## config.mk

```make
export PLATFORM = sky130hd
export DESIGN_NAME = text_line_fold_at_blank
export DESIGN_NICKNAME = d
export VERILOG_FILES = /design/src/hw/rtl/tlf_pkg.sv /design/src/hw/rtl/tlf_fifo.sv /design/src/hw/rtl/tlf_front.sv /design/src/hw/rtl/tlf_back.sv /design/src/hw/rtl/text_line_fold_at_blank.sv
export SDC_FILE = /design/constraint.sdc
export NUM_CORES = 1
export LEC_CHECK = 0
export BUFFER_PORTS_ARGS = -buffer_cell sky130_fd_sc_hd__buf_2
export CORE_ASPECT_RATIO = 1.75
export CORE_MARGIN = 2
export CORE_UTILIZATION = 30
export CTS_CLUSTER_DIAMETER = 80
export DETAILED_ROUTE_END_ITERATION = 10
export GPL_TIMING_DRIVEN = 0
export PLACE_DENSITY_LB_ADDON = 0.25
export SYNTH_ARGS = -nofsm -noshare
export SYNTH_HDL_FRONTEND = slang
export SYNTH_SLANG_ARGS = --single-unit
```

## constraint.sdc

```tcl
create_clock -name clock -period 9 [get_ports clock]
set_input_delay 0.45 -clock clock [delete_from_list [all_inputs] [get_ports clock]]
set_output_delay 0.45 -clock clock [all_outputs]
set_load 0.02 [all_outputs]
```

## src/hw/rtl/tlf_pkg.sv

```systemverilog
package tlf_pkg;

   localparam int unsigned MAX_WIDTH_DEF = 63;
   // positions, counts and the width register all fit six bits (line width tops out at 63)
   localparam int unsigned POS_W         = 6;
   localparam int unsigned CMD_DEPTH     = 2;
   localparam int unsigned OUT_DEPTH     = 4;

   localparam logic [POS_W-1:0] LINE_WIDTH_RST = 6'd10;

   localparam logic [7:0] CH_NEWLINE = 8'd10;
   localparam logic [7:0] CH_TAB     = 8'd9;
   localparam logic [7:0] CH_SPACE   = 8'd32;

   typedef logic [POS_W-1:0] pos_type;

   typedef struct packed {
      logic [7:0] text_byte;
      logic       end_of_stream;
   } req_item_type;

   typedef struct packed {
      logic [7:0] out_byte;
      logic       last_of_run;
   } rsp_item_type;

   // emit len bytes from ring position start, then a newline
   typedef struct packed {
      pos_type start;
      pos_type len;
   } emit_cmd_type;

   typedef struct packed {
      logic       en;
      pos_type    addr;
      logic [7:0] data;
   } mem_wr_type;

   typedef enum logic {
      FRONT_IDLE,
      FRONT_WAIT
   } front_state_type;

   typedef enum logic {
      BACK_IDLE,
      BACK_RUN
   } back_state_type;

   // (a + b) mod depth, for a < depth and b <= depth
   function automatic pos_type ring_add(input pos_type a, input pos_type b,
                                        input pos_type depth);
      logic [POS_W:0] sum;
      sum = {1'b0, a} + {1'b0, b};
      if (sum >= {1'b0, depth}) begin
         sum = sum - {1'b0, depth};
      end
      return sum[POS_W-1:0];
   endfunction

endpackage

```

## src/hw/rtl/tlf_fifo.sv

```systemverilog
module tlf_fifo
   import tlf_pkg::*;
#(
   parameter type         item_type = logic [7:0],
   parameter int unsigned DEPTH     = 2
) (
   input  logic                         clock,
   input  logic                         reset,
   input  logic                         push,
   input  item_type                     push_data,
   output logic                         full,
   input  logic                         pop,
   output item_type                     pop_data,
   output logic                         empty,
   output logic [$clog2(DEPTH+1)-1:0]   count
);

   localparam int unsigned PTR_W = (DEPTH > 1) ? $clog2(DEPTH) : 1;
   localparam int unsigned CNT_W = $clog2(DEPTH+1);

   item_type             store_ff [DEPTH];
   logic [PTR_W-1:0]     wr_ptr_ff, wr_ptr_in;
   logic [PTR_W-1:0]     rd_ptr_ff, rd_ptr_in;
   logic [CNT_W-1:0]     count_ff, count_in;
   logic                 do_push, do_pop;

   assign full     = (count_ff == CNT_W'(DEPTH));
   assign empty    = (count_ff == '0);
   assign count    = count_ff;
   assign pop_data = store_ff[rd_ptr_ff];
   assign do_push  = push & ~full;
   assign do_pop   = pop & ~empty;

   always_comb begin
      wr_ptr_in = wr_ptr_ff;
      rd_ptr_in = rd_ptr_ff;
      count_in  = count_ff;
      if (do_push) begin
         wr_ptr_in = (wr_ptr_ff == PTR_W'(DEPTH-1)) ? '0 : wr_ptr_ff + 1'b1;
      end
      if (do_pop) begin
         rd_ptr_in = (rd_ptr_ff == PTR_W'(DEPTH-1)) ? '0 : rd_ptr_ff + 1'b1;
      end
      if (do_push && !do_pop) begin
         count_in = count_ff + 1'b1;
      end else if (do_pop && !do_push) begin
         count_in = count_ff - 1'b1;
      end
   end

   always_ff @(posedge clock) begin
      if (reset) begin
         wr_ptr_ff <= '0;
         rd_ptr_ff <= '0;
         count_ff  <= '0;
      end else begin
         wr_ptr_ff <= wr_ptr_in;
         rd_ptr_ff <= rd_ptr_in;
         count_ff  <= count_in;
      end
   end

   always_ff @(posedge clock) begin
      if (do_push) begin
         store_ff[wr_ptr_ff] <= push_data;
      end
   end

endmodule

```

## src/hw/rtl/tlf_front.sv

```systemverilog
module tlf_front
   import tlf_pkg::*;
#(
   parameter int unsigned MAX_WIDTH = MAX_WIDTH_DEF
) (
   input  logic          clock,
   input  logic          reset,
   input  logic          req_push,
   output logic          req_full,
   input  req_item_type  req_data,
   input  logic          csr_we,
   input  pos_type       csr_wdata,
   output logic          cmd_push,
   output emit_cmd_type  cmd_data,
   input  logic          back_idle,
   output mem_wr_type    mem_wr
);

   localparam pos_type DEPTH = POS_W'(MAX_WIDTH);

   front_state_type state_ff, state_in;
   pos_type         line_width_ff;
   pos_type         fill_ff, fill_in;
   pos_type         start_ff, start_in;
   logic            blank_ff, blank_in;
   pos_type         lbp_ff, lbp_in;
   mem_wr_type      pend_ff, pend_in;

   logic            accept;
   logic            emit;
   pos_type         width_eff;
   mem_wr_type      append;

   always_comb begin
      if (line_width_ff == '0) begin
         width_eff = POS_W'(1);
      end else if (line_width_ff > DEPTH) begin
         width_eff = DEPTH;
      end else begin
         width_eff = line_width_ff;
      end
   end

   // classify the item: what to emit, the new line state and the byte to append
   always_comb begin
      emit           = 1'b0;
      cmd_data.start = start_ff;
      cmd_data.len   = fill_ff;
      fill_in        = fill_ff;
      start_in       = start_ff;
      blank_in       = blank_ff;
      lbp_in         = lbp_ff;
      append.en      = 1'b0;
      append.addr    = '0;
      append.data    = req_data.text_byte;
      if (req_data.end_of_stream) begin
         emit     = (fill_ff != '0);
         fill_in  = '0;
         start_in = '0;
         blank_in = 1'b0;
         lbp_in   = '0;
      end else if (req_data.text_byte == CH_NEWLINE) begin
         emit     = 1'b1;
         fill_in  = '0;
         start_in = '0;
         blank_in = 1'b0;
         lbp_in   = '0;
      end else begin
         if (fill_ff >= width_eff) begin
            emit = 1'b1;
            if (blank_ff && (lbp_ff < fill_ff)) begin
               // fold at the last blank, drop it, keep the word after it
               cmd_data.len = lbp_ff;
               start_in     = ring_add(start_ff, pos_type'(lbp_ff + 1'b1), DEPTH);
               fill_in      = fill_ff - lbp_ff - 1'b1;
               blank_in     = 1'b0;
               lbp_in       = '0;
            end else begin
               fill_in  = '0;
               start_in = '0;
               blank_in = 1'b0;
               lbp_in   = '0;
            end
         end
         if (fill_in < DEPTH) begin
            append.en   = 1'b1;
            append.addr = ring_add(start_in, fill_in, DEPTH);
            if (req_data.text_byte == CH_SPACE || req_data.text_byte == CH_TAB) begin
               blank_in = 1'b1;
               lbp_in   = fill_in;
            end
            fill_in = fill_in + 1'b1;
         end
      end
   end

   // an item that emits holds its append until the back has read the old line
   always_comb begin
      state_in = state_ff;
      req_full = 1'b1;
      cmd_push = 1'b0;
      mem_wr   = '0;
      pend_in  = pend_ff;
      accept   = 1'b0;
      unique case (state_ff)
         FRONT_IDLE: begin
            req_full = 1'b0;
            accept   = req_push;
            if (req_push) begin
               if (emit) begin
                  cmd_push = 1'b1;
                  pend_in  = append;
                  state_in = FRONT_WAIT;
               end else begin
                  mem_wr = append;
               end
            end
         end
         FRONT_WAIT: begin
            if (back_idle) begin
               mem_wr   = pend_ff;
               state_in = FRONT_IDLE;
            end
         end
         default: state_in = FRONT_IDLE;
      endcase
   end

   always_ff @(posedge clock) begin
      if (reset) begin
         state_ff      <= FRONT_IDLE;
         line_width_ff <= LINE_WIDTH_RST;
         fill_ff       <= '0;
         start_ff      <= '0;
         blank_ff      <= 1'b0;
         lbp_ff        <= '0;
      end else begin
         state_ff <= state_in;
         if (csr_we) begin
            line_width_ff <= csr_wdata;
         end
         if (accept) begin
            fill_ff  <= fill_in;
            start_ff <= start_in;
            blank_ff <= blank_in;
            lbp_ff   <= lbp_in;
         end
      end
   end

   always_ff @(posedge clock) begin
      pend_ff <= pend_in;
   end

endmodule

```

## src/hw/rtl/tlf_back.sv

```systemverilog
module tlf_back
   import tlf_pkg::*;
#(
   parameter int unsigned MAX_WIDTH = MAX_WIDTH_DEF
) (
   input  logic          clock,
   input  logic          reset,
   input  logic          cmd_empty,
   input  emit_cmd_type  cmd_data,
   output logic          cmd_pop,
   input  mem_wr_type    mem_wr,
   output logic          back_idle,
   output logic          rsp_empty,
   input  logic          rsp_pop,
   output rsp_item_type  rsp_data
);

   localparam pos_type     DEPTH  = POS_W'(MAX_WIDTH);
   localparam int unsigned ADDR_W = (MAX_WIDTH > 1) ? $clog2(MAX_WIDTH) : 1;
   localparam int unsigned OCNT_W = $clog2(OUT_DEPTH+1);

   logic [7:0]      line_mem [MAX_WIDTH];
   logic [7:0]      rd_ff;

   back_state_type  state_ff, state_in;
   pos_type         ptr_ff, ptr_in;
   pos_type         left_ff, left_in;

   logic            stage_v_ff, stage_v_in;
   logic            stage_mem_ff, stage_mem_in;
   logic            stage_last_ff, stage_last_in;

   logic            rd_en;
   logic            credit;
   logic [OCNT_W-1:0] out_count;
   rsp_item_type    out_item;

   // room for the item in flight plus the one about to be read
   assign credit    = ({1'b0, out_count} + {{OCNT_W{1'b0}}, stage_v_ff})
                      < (OCNT_W+1)'(OUT_DEPTH);
   assign back_idle = (state_ff == BACK_IDLE) && cmd_empty;

   always_comb begin
      state_in      = state_ff;
      ptr_in        = ptr_ff;
      left_in       = left_ff;
      cmd_pop       = 1'b0;
      rd_en         = 1'b0;
      stage_v_in    = 1'b0;
      stage_mem_in  = 1'b0;
      stage_last_in = 1'b0;
      unique case (state_ff)
         BACK_IDLE: begin
            if (!cmd_empty) begin
               cmd_pop  = 1'b1;
               ptr_in   = cmd_data.start;
               left_in  = cmd_data.len;
               state_in = BACK_RUN;
            end
         end
         BACK_RUN: begin
            if (credit) begin
               stage_v_in = 1'b1;
               if (left_ff != '0) begin
                  rd_en        = 1'b1;
                  stage_mem_in = 1'b1;
                  ptr_in       = ring_add(ptr_ff, POS_W'(1), DEPTH);
                  left_in      = left_ff - 1'b1;
               end else begin
                  stage_last_in = 1'b1;
                  state_in      = BACK_IDLE;
               end
            end
         end
         default: state_in = BACK_IDLE;
      endcase
   end

   always_ff @(posedge clock) begin
      if (reset) begin
         state_ff   <= BACK_IDLE;
         stage_v_ff <= 1'b0;
      end else begin
         state_ff   <= state_in;
         stage_v_ff <= stage_v_in;
      end
   end

   always_ff @(posedge clock) begin
      ptr_ff        <= ptr_in;
      left_ff       <= left_in;
      stage_mem_ff  <= stage_mem_in;
      stage_last_ff <= stage_last_in;
   end

   always_ff @(posedge clock) begin
      if (mem_wr.en) begin
         line_mem[mem_wr.addr[ADDR_W-1:0]] <= mem_wr.data;
      end
      if (rd_en) begin
         rd_ff <= line_mem[ptr_ff[ADDR_W-1:0]];
      end
   end

   assign out_item.out_byte    = stage_mem_ff ? rd_ff : CH_NEWLINE;
   assign out_item.last_of_run = stage_last_ff;

   tlf_fifo #(
      .item_type (rsp_item_type),
      .DEPTH     (OUT_DEPTH)
   ) u_out_fifo (
      .clock     (clock),
      .reset     (reset),
      .push      (stage_v_ff),
      .push_data (out_item),
      .full      (),
      .pop       (rsp_pop),
      .pop_data  (rsp_data),
      .empty     (rsp_empty),
      .count     (out_count)
   );

endmodule

```

## src/hw/rtl/text_line_fold_at_blank.sv

```systemverilog
// channel  | direction | handshake          | payload
// req_     | in        | req_push/req_full  | req_data  (text_byte, end_of_stream)
// rsp_     | out       | rsp_pop/rsp_empty  | rsp_data  (out_byte, last_of_run)
// csr_     | in        | csr_we             | csr_wdata (line_width)
//
// A byte that only appends is written to line memory as it is taken. An item
// emitting a line of n bytes yields n+1 result bytes from the line memory's single
// read port, one a cycle unless rsp_ stalls; the next item waits until that line is read.
// Synchronous active-high reset; line memory is not cleared. Stalls on rsp_
// back up through a four-item output queue to the line reader.
module text_line_fold_at_blank
   import tlf_pkg::*;
#(
   parameter int unsigned MAX_WIDTH = MAX_WIDTH_DEF
) (
   input  logic          clock,
   input  logic          reset,
   input  logic          req_push,
   output logic          req_full,
   input  req_item_type  req_data,
   output logic          rsp_empty,
   input  logic          rsp_pop,
   output rsp_item_type  rsp_data,
   input  logic          csr_we,
   input  pos_type       csr_wdata
);

   logic         cmd_push;
   emit_cmd_type cmd_in;
   logic         cmd_pop;
   emit_cmd_type cmd_out;
   logic         cmd_empty;
   logic         back_idle;
   mem_wr_type   mem_wr;

   tlf_front #(
      .MAX_WIDTH (MAX_WIDTH)
   ) u_front (
      .clock     (clock),
      .reset     (reset),
      .req_push  (req_push),
      .req_full  (req_full),
      .req_data  (req_data),
      .csr_we    (csr_we),
      .csr_wdata (csr_wdata),
      .cmd_push  (cmd_push),
      .cmd_data  (cmd_in),
      .back_idle (back_idle),
      .mem_wr    (mem_wr)
   );

   tlf_fifo #(
      .item_type (emit_cmd_type),
      .DEPTH     (CMD_DEPTH)
   ) u_cmd_queue (
      .clock     (clock),
      .reset     (reset),
      .push      (cmd_push),
      .push_data (cmd_in),
      .full      (),
      .pop       (cmd_pop),
      .pop_data  (cmd_out),
      .empty     (cmd_empty),
      .count     ()
   );

   tlf_back #(
      .MAX_WIDTH (MAX_WIDTH)
   ) u_back (
      .clock     (clock),
      .reset     (reset),
      .cmd_empty (cmd_empty),
      .cmd_data  (cmd_out),
      .cmd_pop   (cmd_pop),
      .mem_wr    (mem_wr),
      .back_idle (back_idle),
      .rsp_empty (rsp_empty),
      .rsp_pop   (rsp_pop),
      .rsp_data  (rsp_data)
   );

endmodule
```

==> results of run 1 <==
==> critical path, delay by kind of cell (launching register included) <==
family                     cells  cell delay (ps)
DFF                            1              490
xor gates and xnor gates       2              650
buffers and inverters          2              250
AOI/OAI and AO/OA              7             2000
muxes                          1              430
and+or+nand+nor                8             2870
adders and majority gates      2              910
==> power breakdown <==
| group | switching, mW | total [mW] | internal [mW] |
|---|---|---|---|
| Clock | 1.09 | 2.35 | 1.26 |
| Combinational | 1.42 | 2.45 | 1.03 |
| Sequential | 0.0604 | 3.53 | 3.47 |
==> how the worst max path moves through the flow <==
| stage | start | to | slack (ps) | cells after the start |
|---|---|---|---|---|
| 2_1_floorplan | u_front.lbp_ff[1] | u_back.line_mem[21][0] | 2700 | 23 |
| 3_3_place_gp | u_front.lbp_ff[1] | u_back.line_mem[55][4] | 930 | 23 |
| 3_5_place_dp | u_front.lbp_ff[1] | u_back.line_mem[22][3] | 910 | 22 |
| 4_1_cts | u_front.lbp_ff[1] | u_back.line_mem[22][4] | 880 | 22 |
| 5_1_grt | u_front.lbp_ff[1] | u_back.line_mem[18][7] | 350 | 22 |
| 6_report | u_front.lbp_ff[1] | u_back.line_mem[19][2] | 1000 | 22 |
==> placed cells by master, fill, tap and decap left out, types with 8 or more instances in the layout <==
cell type and n:
sky130_fd_sc_hd__a21o_1 8, sky130_fd_sc_hd__a21oi_1 21, sky130_fd_sc_hd__a22o_2 8, sky130_fd_sc_hd__a22oi_1 10
sky130_fd_sc_hd__and2_1 18, sky130_fd_sc_hd__buf_1 11, sky130_fd_sc_hd__buf_12 8, sky130_fd_sc_hd__buf_2 41
sky130_fd_sc_hd__clkbuf_1 52, sky130_fd_sc_hd__clkbuf_16 58, sky130_fd_sc_hd__clkinv_1 9, sky130_fd_sc_hd__clkinv_2 12
sky130_fd_sc_hd__dfxtp_1 44, sky130_fd_sc_hd__edfxtp_1 599, sky130_fd_sc_hd__ha_1 44, sky130_fd_sc_hd__inv_1 40
sky130_fd_sc_hd__mux2i_1 28, sky130_fd_sc_hd__mux4_2 169, sky130_fd_sc_hd__nand2_1 56, sky130_fd_sc_hd__nand2b_1 17
sky130_fd_sc_hd__nand3_1 13, sky130_fd_sc_hd__nand4_1 8, sky130_fd_sc_hd__nor2_1 108, sky130_fd_sc_hd__nor2b_1 12
sky130_fd_sc_hd__nor3_1 21, sky130_fd_sc_hd__o211ai_1 9, sky130_fd_sc_hd__o21ai_0 42, sky130_fd_sc_hd__xnor2_1 17
sky130_fd_sc_hd__xor2_1 19
==> area by class of cell <==
type,instances,area [sq um],area share
Buffer,65,271.5,0.008848
Clock buffer,73,1528,0.04978
Clock inverter,29,235.2,0.007665
Inverter,42,158.9,0.005178
Multi-Input combinational cell,748,7831,0.2552
Sequential cell,643,18870,0.6149
Tap cell,1176,1471,0.04795
Timing Repair Buffer,39,322.8,0.01052
==> layer usage <==
metal,vias up,track usage,routed length (um),share of wire
met5,-,0,0,0
met4,0,0.07074,3342,0.049
met3,132,0.01293,2025,0.029
met2,352,0.2985,40160,0.59
met1,7194,0.1492,23110,0.34
li1,6199,-,-,-
==> stage by stage <==
stage               instance area [sq um]  hold WS, ps  worst slack (ps)  utilization
floorplan                           27080        438.3              2700            -
global placement                    28690        459.9             925.8       0.3208
detailed placement                  28890        487.8             912.5       0.3230
CTS                                 30650        20.82             879.4       0.3427
global route                        30690        58.13             354.8       0.3431
finish                              30690        57.73              1003       0.3431
==> registers in the layout, indices dropped and copies added, names as in the netlist, 2 cells and up, named ones only <==
name	flops
u_back.left_ff	6
u_back.line_mem	504
u_back.ptr_ff	6
u_back.rd_ff	8
u_back.u_out_fifo.count	3
u_back.u_out_fifo.rd_ptr_ff	2
u_back.u_out_fifo.store_ff	36
u_back.u_out_fifo.wr_ptr_ff	2
u_cmd_queue.count	2
u_cmd_queue.store_ff	24
u_front.fill_ff	6
u_front.lbp_ff	6
u_front.line_width_ff	6
u_front.pend_ff	15
u_front.start_ff	6
==> kinds of logic after synthesis <==
kind of cell / after synthesis / share of synthesized area
AO/OA/AOI/OAI: 165 / 0.04440
flip-flops: 643 / 0.6968
XOR/XNOR: 36 / 0.01164
AND/OR/NAND/NOR: 295 / 0.05420
multiplexers: 204 / 0.1538
buffers and inverters: 107 / 0.01589
adder cells (fa/ha/maj): 48 / 0.02329
==> impl_summary.md, run 1 <==
Min path
The hold-critical path depth is 3. The worst hold path begins at csr_wdata[1]. The path with the worst hold slack has its endpoint at u_front.line_width_ff[1]. The worst hold path belongs to the class primary input to flop.

Synth
The mean cell area of the mapped netlist is 18.08 sq um. The post-synthesis sequential element count is 643. Ranked by instance count, the synthesized netlist is headed by sky130_fd_sc_hd__edfxtp_1, sky130_fd_sc_hd__mux4_2, sky130_fd_sc_hd__nor2_1. Of the synthesized area, sequential elements account for 0.6968.

The count of mapped cells out of synthesis is 1,498. When the netlist entered floorplanning its net count stood at 1,566. For this run, the leading register cell type out of synthesis is sky130_fd_sc_hd__edfxtp_1. The number of different library cells used by synthesis comes to 84.

After synthesis the cells add up to 27,080 sq um. The share of synthesized area in the top cell type comes to 0.6642. Yosys printed 0 warnings. In this run, synthesis inferred 599 flip-flops with an integrated enable. Yosys instantiated no cell more often than sky130_fd_sc_hd__edfxtp_1. Yosys attributes the largest share of cell area to sky130_fd_sc_hd__edfxtp_1, sky130_fd_sc_hd__mux4_2, sky130_fd_sc_hd__dfxtp_1. The biggest area contributor in the post-synthesis netlist is sky130_fd_sc_hd__edfxtp_1. After synthesis, the share of flip-flops with an asynchronous set or reset is 0.

Detailed routing
Dividing the detail-routed via count by the number of cells gives 4.930. The routed wire length is 68.65 mm. The detailed router's first-iteration violation count is 1,010.

The number of search-and-repair iterations in the first detailed-routing pass is 5. The routed wirelength normalized by instance count is 24.39 um. The count of nets left with antenna violations once routing finished came out at 0. The total number of vias is 13,880. In the routed design, unresolved DRC markers number 0.

GRT
Entering global routing, the biggest net connects 48 pins. The residual overflow from global routing is 0. The number of global-route vias before repair is 14,860. The first global-routing pass estimated 100.2 mm of wire. In the global route stage, overall resource usage came out at 0.1483. The initial antenna violation count is 2.

STA
The worst slew margin relative to its limit is 0.1057. The shortest clock period the worst path allows after layout is 7997 ps. Setup repair after global routing left no endpoint under its margin. The achievable frequency is 0.1250 GHz.

The final-layout setup total negative slack is 0 ps. The worst-case clock skew is 18.66 ps. At the pin with the least slew margin, the transition time is 1331 ps. The post-route clock period utilization is 0.8886.

Setup violations remaining at the end of the flow were counted as 0. The number of hold-slack violations in the final timing report is 0. The number of max-slew violations in the final report is 0.

Final layout
The number of inserted diodes is 0. The number of fillers in the final layout is 8,407. The number of standard cells in the final layout excluding fillers is 2,815.

In the final layout, the share of cells above drive strength 1 is 0.2148. The net count of the finished layout is 1,662. The synthesis-to-layout area growth is 13.32%.

Clock tree
The post-cts resize count is 0. Clock-pin slew was measured on the worst setup and hold paths at 70 ps. The number of clock buffers added by TritonCTS is 55.

Counting along the longest clock path gives a buffer depth of 3. The latest clock arrival within the worst-skew pair is 620 ps. The root cell of the clock tree is sky130_fd_sc_hd__clkbuf_16. In this run, post-CTS hold repair placed 0 buffers. The number of setup buffers added after CTS is 0. The clock tree synthesis step divided the H-tree into 2 levels. The clock sink total is 643. The clock tree from TritonCTS is yes.

Setup path
The number of cells traversed by the worst register-to-register path is 22. The start-to-end type of the worst setup path is flop to flop. The required arrival time at the worst endpoint is 9230 ps. At the worst endpoint, the arrival time is 8230 ps. The origin of the critical flop-to-flop path is u_front.lbp_ff[1]. The critical path's largest stage delay is 1170 ps. The slowest stage of the critical path belongs to the cell sky130_fd_sc_hd__nor3_1. The nature of the critical path startpoint is a flop.

The category of the worst setup path capture point is a flop. The worst setup slack for register-to-register paths is 1000 ps. Along the worst path, the maximum fanout reaches 8.

Walking the worst path, the cells encountered are inv_1 -> nor3_1 -> nand3_1 -> xnor2_1 -> ha_1 -> inv_1 -> or3_1 -> o21ai_0 -> a311oi_1 -> o311ai_1 -> mux2_2 -> nand2_1 -> o21ai_0 -> fa_1 -> a211oi_1 -> nor2_1 -> xor2_1 -> and3_1 -> o221ai_1 -> o22ai_2 -> nand2_1 -> nor3_1. The worst register-to-register path ends at u_back.line_mem[19][2].

Floorplanning
After floorplanning, the core was divided into 145 placement rows. The die is 401.5 um tall. The die span in x is 231.1 um. The core region is 89,440 sq um.

The floorplan step defined a die boundary enclosing 92,780 sq um. The effective utilization at floorplan is 0.3028. The boundary pin count is 31.

Place
The detailed-placement wirelength estimate is 50.35 mm. The congestion estimate from routability-driven global placement came to 0.8726. The number of placed instances with taps included is 2,712. Input and output buffers added on the ports amount to 28.

Power and ir drop
The power per cell area is 271.2 nW/um^2. The overall power of the completed layout is 8.321 mW. The largest voltage drop on the vdd net is 0.0001813 V.

The static leakage is 9.760 nW.

Job
The tool flagged a number of max-cap violations equal to 0.

Status
The flow ran to the end, and the final reports show no timing, DRC or antenna violations.
Note: power is estimated with default switching activity, not from simulation.
==> run 2: changes to the inputs <==
--- a/config.mk
+++ b/config.mk
@@ -6,13 +6,16 @@
 export NUM_CORES = 1
 export LEC_CHECK = 0
 export BUFFER_PORTS_ARGS = -buffer_cell sky130_fd_sc_hd__buf_2
+export CELL_PAD_IN_SITES_DETAIL_PLACEMENT = 0
+export CELL_PAD_IN_SITES_GLOBAL_PLACEMENT = 1
 export CORE_ASPECT_RATIO = 1.75
 export CORE_MARGIN = 2
 export CORE_UTILIZATION = 30
 export CTS_CLUSTER_DIAMETER = 80
 export DETAILED_ROUTE_END_ITERATION = 10
 export GPL_TIMING_DRIVEN = 0
-export PLACE_DENSITY_LB_ADDON = 0.25
+export PLACE_DENSITY_LB_ADDON = 0.1
+export SLEW_MARGIN = 20
 export SYNTH_ARGS = -nofsm -noshare
 export SYNTH_HDL_FRONTEND = slang
 export SYNTH_SLANG_ARGS = --single-unit
==> run 2 against run 1 <==
Non-clock buffer count up 5. Fmax rose by 3.8%. Clock power increased by 10%. Count of clock-buffer cells in the layout increased by 1. Sequential power barely moved. Critical path type unchanged.
==> impl_summary.md, run 2 (synthesized netlist as in run 1, its figures left out) <==
Power and ir drop
The static leakage came to 9.937 nW (+1.8%). The largest voltage drop on the vdd net is 0.0001689 V (-6.8%). The power per cell area was 277.9 nW/um^2 (+2.5%).

Clock tree
The depth of the CTS H-tree is 2 (unchanged). The latest clock arrival within the worst-skew pair is 650 ps (+30 ps). The clock-pin slew on the worst setup and hold paths is 70 ps (about the same). The number of clock buffers inserted by TritonCTS is 61 (+11%). The clock sink total was 643 (unchanged).

The maximum buffer depth of the clock tree is 3 (unchanged). The post-CTS setup repair buffer count is 0 (unchanged). The clock tree from TritonCTS is yes. The post-cts resize count is 0 (unchanged). The quantity of hold-fixing buffers added after cts is 6 (+6).

The root buffer cell chosen for the clock tree is sky130_fd_sc_hd__clkbuf_16.

Detailed routing
The routed wirelength normalized by instance count came to 26.19 um (+7.4%). The total DRC errors in the routed layout is 0 (unchanged). The number of search-and-repair iterations in the first detailed-routing pass is 7 (+2). The total number of vias is 13,890 (+0.094%). The remaining antenna violation count is 0 (unchanged).

The routed wire length is 74.22 mm (+8.1%). The via density per instance came to 4.901 (-0.58%). The detailed router's first-iteration violation count was 919 (-9.0%).

Floorplanning
The height of the chip is 401.5 um (unchanged). The effective utilization at floorplan is 0.3028 (unchanged). The area inside the core boundary is 89,440 sq um (unchanged). The die span in x is 231.1 um (unchanged).

The overall die area is 92,780 sq um (unchanged). The boundary pin count came to 31 (unchanged). The standard-cell row count is 145 (unchanged).

Place
The global placer's final weighted congestion is 0.7583 (-13%). The detailed-placement wirelength estimate is 52.33 mm (+3.9%). The total of buffers placed on input and output ports is 28 (unchanged).

Setup path
The maximum fanout encountered on the critical timing path is 10 (+2). The required arrival time at the worst endpoint was 9270 ps (+40 ps). The start-to-end type of the worst setup path is flop to flop. The data arrival time of the worst path is 7980 ps (-250 ps).

The worst setup path is captured at a flop. The worst setup path is launched from a flop.

GRT
The initial antenna violation count is 2 (unchanged). The number of global-route vias before repair is 14,920 (+0.40%). The first-pass GRT wire length is 106.7 mm (+6.5%). The largest net degree at the start of global routing is 64 (+33%). The residual overflow from global routing was 0 (unchanged).

The all-layer global routing usage is 0.1621 (+0.01385).

STA
The post-route worst hold slack came to 49.63 ps (-8.099 ps). The post-route clock period utilization is 0.8564 (-0.03222). The worst slew margin relative to its limit is 0.2705 (+0.1647).

Setup repair after global routing left no endpoint under its margin. The transition at the pin with the smallest max-transition slack is 1094 ps (-236.9 ps). The count of final setup violators is 0 (unchanged). The achievable frequency is 0.1297 GHz (+3.8%). The number of hold-slack violations in the final timing report is 0 (unchanged).

The worst-case clock skew is 23.72 ps (+5.057 ps). The final-layout setup total negative slack was 0 ps (unchanged). The shortest clock period the worst path allows after layout was 7707 ps (-290.0 ps). The number of max-slew violations in the final report is 0 (unchanged).

Final layout
The library cells used most frequently in the layout, excluding fill and tap cells, are sky130_fd_sc_hd__edfxtp_1, sky130_fd_sc_hd__mux4_2, sky130_fd_sc_hd__nor2_1, sky130_fd_sc_hd__clkbuf_16, sky130_fd_sc_hd__nand2_1. The final net count was 1,673 (+0.66%). From synthesis to final layout, the design area changed by 14.55%. The fraction of layout instances using a drive strength above 1 is 0.2311 (+0.01638).

The final core area utilization is 0.3468 (+0.003735). The flip-flop count of the largest register after layout is 504 (unchanged). The most common library cell in the layout ignoring fill and taps is sky130_fd_sc_hd__edfxtp_1. The number of fillers in the final layout is 8,466 (+0.70%).

Job
The max-capacitance violation count was 0 (unchanged).

Status
The flow ran to the end, and the final reports show no timing, DRC or antenna violations.

Min path
The class of the tightest hold or removal check is primary input to flop.
==> run 2: changes by cell type in the layout (fill, tap and decap cells not counted), sizes merged, moves of 2 or more <==
cell | previous run | this run
clkinv | 22 | 28
dlygate4sd3 | 0 | 6
bufinv | 2 | 5
inv | 43 | 45
==> run 2: path summary, 6_finish.rpt <==
path	start	end	slack, ps	depth (start not counted)
worst min-delay path	req_data[2]	u_front.pend_ff[1]	50	1
worst max-delay path	u_front.lbp_ff[1]	u_back.line_mem[58][4]	1290	23
worst min register to register	u_back.stage_last_ff	u_back.u_out_fifo.store_ff[2][0]	490	0
worst max register to register	u_front.lbp_ff[1]	u_back.line_mem[58][4]	1290	23
==> run 2: final cells by class <==
class / instances / area, sq um / area share
diodes: 1 / 2.502 / 0.00008067
plain buffers: 65 / 277.8 / 0.008954
clock buffers: 74 / 1597 / 0.05147
clock inverters: 41 / 382.9 / 0.01234
inverters: 42 / 158.9 / 0.005122
multi-input cells: 748 / 7926 / 0.2555
flip-flops and latches: 643 / 18870 / 0.6082
well taps: 1176 / 1471 / 0.04743
repair buffers: 44 / 336.6 / 0.01085
==> run 2: per-stage QoR <==
stage / instances / power (mW) / cell area (sq um) / setup WS (ps)
after detailed placement: 2712 / 6.203 / 28970 / 1194
final: 2834 / 8.620 / 31020 / 1293
after global placement: 2702 / 6.180 / 28690 / 661.5
after CTS: 2833 / 8.801 / 31010 / 1152
after floorplan: 1498 / 5.133 / 27080 / 2700
after global routing: 2833 / 8.964 / 31020 / 713.0
==> run 2: layer usage <==
| layer | vias to the layer above | track usage | share of wire |
|---|---|---|---|
| met5 | - | 0 | 0 |
| met4 | 0 | 0.05625 | 0.037 |
| met3 | 93 | 0.01683 | 0.023 |
| met2 | 218 | 0.3242 | 0.58 |
| met1 | 7341 | 0.1720 | 0.36 |
| li1 | 6238 | - | - |
==> run 2: report_power, final <==
group	switching, mW	internal (mW)	leakage, nW
Sequential	0.0588	3.47	5.87
Combinational	1.48	1.03	3.09
Clock	1.17	1.42	0.971
Total	2.71	5.91	9.94
==> run 2: critical path, stage by stage (launching register included) <==
cell	delay [ps]
sky130_fd_sc_hd__dfxtp_1	500
sky130_fd_sc_hd__inv_1	130
sky130_fd_sc_hd__nor3_1	300
sky130_fd_sc_hd__nand3_1	140
sky130_fd_sc_hd__xnor2_1	150
sky130_fd_sc_hd__ha_1	330
sky130_fd_sc_hd__inv_1	80
sky130_fd_sc_hd__or3_1	350
sky130_fd_sc_hd__o21ai_0	90
sky130_fd_sc_hd__a311oi_1	100
sky130_fd_sc_hd__o311ai_1	730
sky130_fd_sc_hd__mux2_2	420
sky130_fd_sc_hd__nand2_1	50
sky130_fd_sc_hd__o21ai_0	190
sky130_fd_sc_hd__fa_1	570
sky130_fd_sc_hd__a211oi_1	340
sky130_fd_sc_hd__o21bai_1	110
sky130_fd_sc_hd__a21o_1	180
sky130_fd_sc_hd__clkbuf_1	230
sky130_fd_sc_hd__a41oi_2	430
sky130_fd_sc_hd__mux2i_1	290
sky130_fd_sc_hd__a21oi_2	220
sky130_fd_sc_hd__nand2b_1	510
sky130_fd_sc_hd__nor2_1	870
==> run 3: changes to the inputs <==
--- a/config.mk
+++ b/config.mk
@@ -13,7 +13,6 @@
 export CORE_UTILIZATION = 30
 export CTS_CLUSTER_DIAMETER = 80
 export DETAILED_ROUTE_END_ITERATION = 10
-export GPL_TIMING_DRIVEN = 0
 export PLACE_DENSITY_LB_ADDON = 0.1
 export SLEW_MARGIN = 20
 export SYNTH_ARGS = -nofsm -noshare
==> run 3 against run 2 <==
Sequential power rose by 1%. Combinational power is 8.8% lower. Clock skew fell by 1.7 ps. Cell count decreased by 1.5%. Critical path depth did not move. Highest routed layer unchanged.
==> impl_summary.md, run 3 (synthesized netlist as in run 1, its figures left out) <==
Final layout
The flip-flop count of the largest register after layout is 504 (unchanged). The post-route standard cell area excluding fillers is 30,780 sq um (-0.78%). The fraction of layout instances using a drive strength above 1 is 0.2291 (-0.002038). The synthesis-to-layout area growth is 13.66%. The final net count was 1,633 (-2.4%). The library cell used most frequently in the layout, excluding fill and tap cells, is sky130_fd_sc_hd__edfxtp_1. The top cell types in the final layout, fill and taps aside, are sky130_fd_sc_hd__edfxtp_1, sky130_fd_sc_hd__mux4_2, sky130_fd_sc_hd__nor2_1, sky130_fd_sc_hd__clkbuf_16, sky130_fd_sc_hd__nand2_1. The final core area utilization is 0.3441 (-0.002700). The number of inserted diodes is 0 (-1).

STA
The count of final setup violators is 0 (unchanged). The shortest clock period the worst path allows after layout is 7290 ps (-417.5 ps). The achievable frequency is 0.1372 GHz (+5.7%). The number of max-slew violations in the final report was 0 (unchanged). The post-route clock period utilization was 0.8100 (-0.04639). The number of hold-slack violations in the final timing report came to 0 (unchanged). The worst-case clock skew is 22.05 ps (-1.673 ps).

Setup repair after global routing left no endpoint under its margin. The transition at the pin with the smallest max-transition slack is 1053 ps (-41.59 ps). The final-layout setup total negative slack is 0 ps (unchanged). The worst slew margin relative to its limit is 0.2928 (+0.02233).

Power and ir drop
The proportion of power drawn by flip-flops and latches is 0.423 (+0.014). The combinational share of power is 0.271 (-0.020). The overall power of the completed layout was 8.442 mW (-2.1%). The largest voltage drop on the vdd net is 0.0002254 V (+33%).

The cell internal power dissipation is 5.885 mW (-0.48%). The static leakage was 9.884 nW (-0.54%). The net load switching power came to 2.557 mW (-5.6%). The share of total power in the clock network was 0.306 (+0.006). The share of total power consumed by net switching is 0.3029 (-0.01117). The power per cell area is 274.3 nW/um^2 (-1.3%).

Clock tree
The number of clock buffers inserted by TritonCTS is 58 (-4.9%). The clock sink total came to 643 (unchanged). The root cell of the clock tree is sky130_fd_sc_hd__clkbuf_16.

The post-CTS setup repair buffer count was 0 (unchanged). The clock-pin slew on the worst setup and hold paths is 80 ps (about the same). TritonCTS built the clock tree.

The maximum buffer depth of the clock tree is 3 (unchanged). The latest clock arrival within the worst-skew pair is 660 ps (about the same). The depth of the CTS H-tree is 2 (unchanged).

Floorplanning
The effective utilization at floorplan is 0.3028 (unchanged). The die span in x was 231.1 um (unchanged). The boundary pin count came to 31 (unchanged).

The standard-cell row count was 145 (unchanged). The height of the chip is 401.5 um (unchanged). The overall die area is 92,780 sq um (unchanged).

The area inside the core boundary is 89,440 sq um (unchanged).

GRT
The initial antenna violation count is 0 (-2). The first-pass GRT wire length is 102.9 mm (-3.5%). The all-layer global routing usage is 0.1539 (-0.008253).

The number of global-route vias before repair is 14,670 (-1.7%). The largest net degree at the start of global routing was 137 (+110%). The residual overflow from global routing was 0 (unchanged).

Setup path
The critical path's largest stage delay is 800 ps (-70 ps). The buffering stage count on the worst path with inverters included is 3 (unchanged). The data arrival time of the worst path was 7550 ps (-430 ps). The maximum fanout encountered on the critical timing path is 8 (-2).

The worst-path cell with the longest stage delay is sky130_fd_sc_hd__nor2_1. STA classifies the critical path startpoint as a flop. The start-to-end type of the worst setup path is flop to flop. Traced cell by cell, the critical path runs through inv_1 -> nor3_1 -> nand3_1 -> xnor2_1 -> ha_1 -> inv_1 -> or3_1 -> o21ai_0 -> a311oi_1 -> o311ai_1 -> buf_4 -> mux2_2 -> nand2_1 -> o21ai_0 -> fa_1 -> a211oi_1 -> nor2_1 -> xor2_1 -> and3_1 -> o221ai_1 -> o22ai_2 -> nand2b_1 -> nor2_1. The origin of the critical flop-to-flop path is u_front.lbp_ff[1]. The required arrival time at the worst endpoint is 9260 ps (about the same). On the critical path the largest part of the delay comes from simple AND/OR/NAND/NOR gates.

The critical path starts at u_front.lbp_ff[1]. The category of the worst setup path capture point is a flop.

Place
The post-place instance area is 28,730 sq um (-0.83%). The total of buffers placed on input and output ports is 30 (+7.1%). The global placer's final weighted congestion is 0.7577 (about the same). The detailed-placement wirelength estimate came to 47.71 mm (-8.8%).

Detailed routing
The routed wirelength normalized by instance count is 25.42 um (-2.9%). The total DRC errors in the routed layout was 0 (unchanged). The routed wire length is 70.94 mm (-4.4%).

The detailed router's first-iteration violation count came to 720 (-22%). The total number of vias is 13,520 (-2.6%). The number of search-and-repair iterations in the first detailed-routing pass was 5 (-2). The via density per instance is 4.845 (-1.1%). The remaining antenna violation count was 0 (unchanged).

Status
The flow ran to the end, and the final reports show no timing, DRC or antenna violations.

Job
The max-capacitance violation count was 0 (unchanged).

Min path
The tightest min-delay check is of the primary input to flop type. The worst min-delay path startpoint is csr_wdata[0].
run 3: cell count changes in the layout (fill, tap and decap cells not counted), sizes merged:
cell,delta
clkinv,-3
clkinvlp,-2
clkbuf,-44
inv,+2
dlygate4sd3,+1
diode,-1
buf,+2
bufinv,+2
run 3: area by class of cell:
cell class                 instances  area (sq um)
multi-input combinational        748          7818
clock buffer                      70          1506
sequential                       643         18870
timing repair buffer              72         508.0
clock inverter                    40         449.2
tap                             1176          1471
fill                            8415         58660
inverter                          42         158.9
run 3: metrics by stage:
| stage | setup slack, ps | std cells | hold slack (ps) |
|---|---|---|---|
| after CTS | 1589 | 2791 | 2.342 |
| after global routing | 1280 | 2791 | 28.29 |
| after global placement | 1314 | 2674 | 450.6 |
| after detailed placement | 1593 | 2674 | 495.6 |
| final | 1710 | 2791 | 35.13 |
| after floorplan | 2700 | 1498 | 438.3 |
run 3: final timing paths:
kind / end / slack (ps) / cells after the start
setup / recovery: u_back.line_mem[10][7] / 1710 / 23
hold / removal: u_front.line_width_ff[0] / 40 / 3
setup reg to reg: u_back.line_mem[10][7] / 1710 / 23
hold reg to reg: u_front.line_width_ff[4] / 500 / 2
run 3: repair_timing:
item,CTS,global route
hold buffers,7,0
resized for setup,0,0
hold endpoints to repair,7,0
run 3: tightest hold or removal path, cell delays in order:
cell                      delay (ps)
sky130_fd_sc_hd__buf_2            70
sky130_fd_sc_hd__mux2i_1          50
sky130_fd_sc_hd__nor2_1           70
run 3: power groups by stage:
| stage | Combinational (mW) | Sequential (mW) | Clock (mW) |
|---|---|---|---|
| 6_report | 2.29 | 3.57 | 2.58 |
| 5_1_grt | 2.46 | 3.59 | 2.75 |
| 4_1_cts | 2.41 | 3.58 | 2.66 |
| 3_5_place_dp | 2.40 | 3.65 | 0 |
| 3_3_place_gp | 2.40 | 3.65 | 0 |
| 2_1_floorplan | 1.56 | 3.57 | 0 |
run 3: layer usage:
layer,track usage,part of all wire,vias to the layer above
li1,-,-,6158
met1,0.1654,0.37,7081
met2,0.3091,0.59,206
met3,0.01527,0.023,77
met4,0.04629,0.025,0
met5,0,0,-
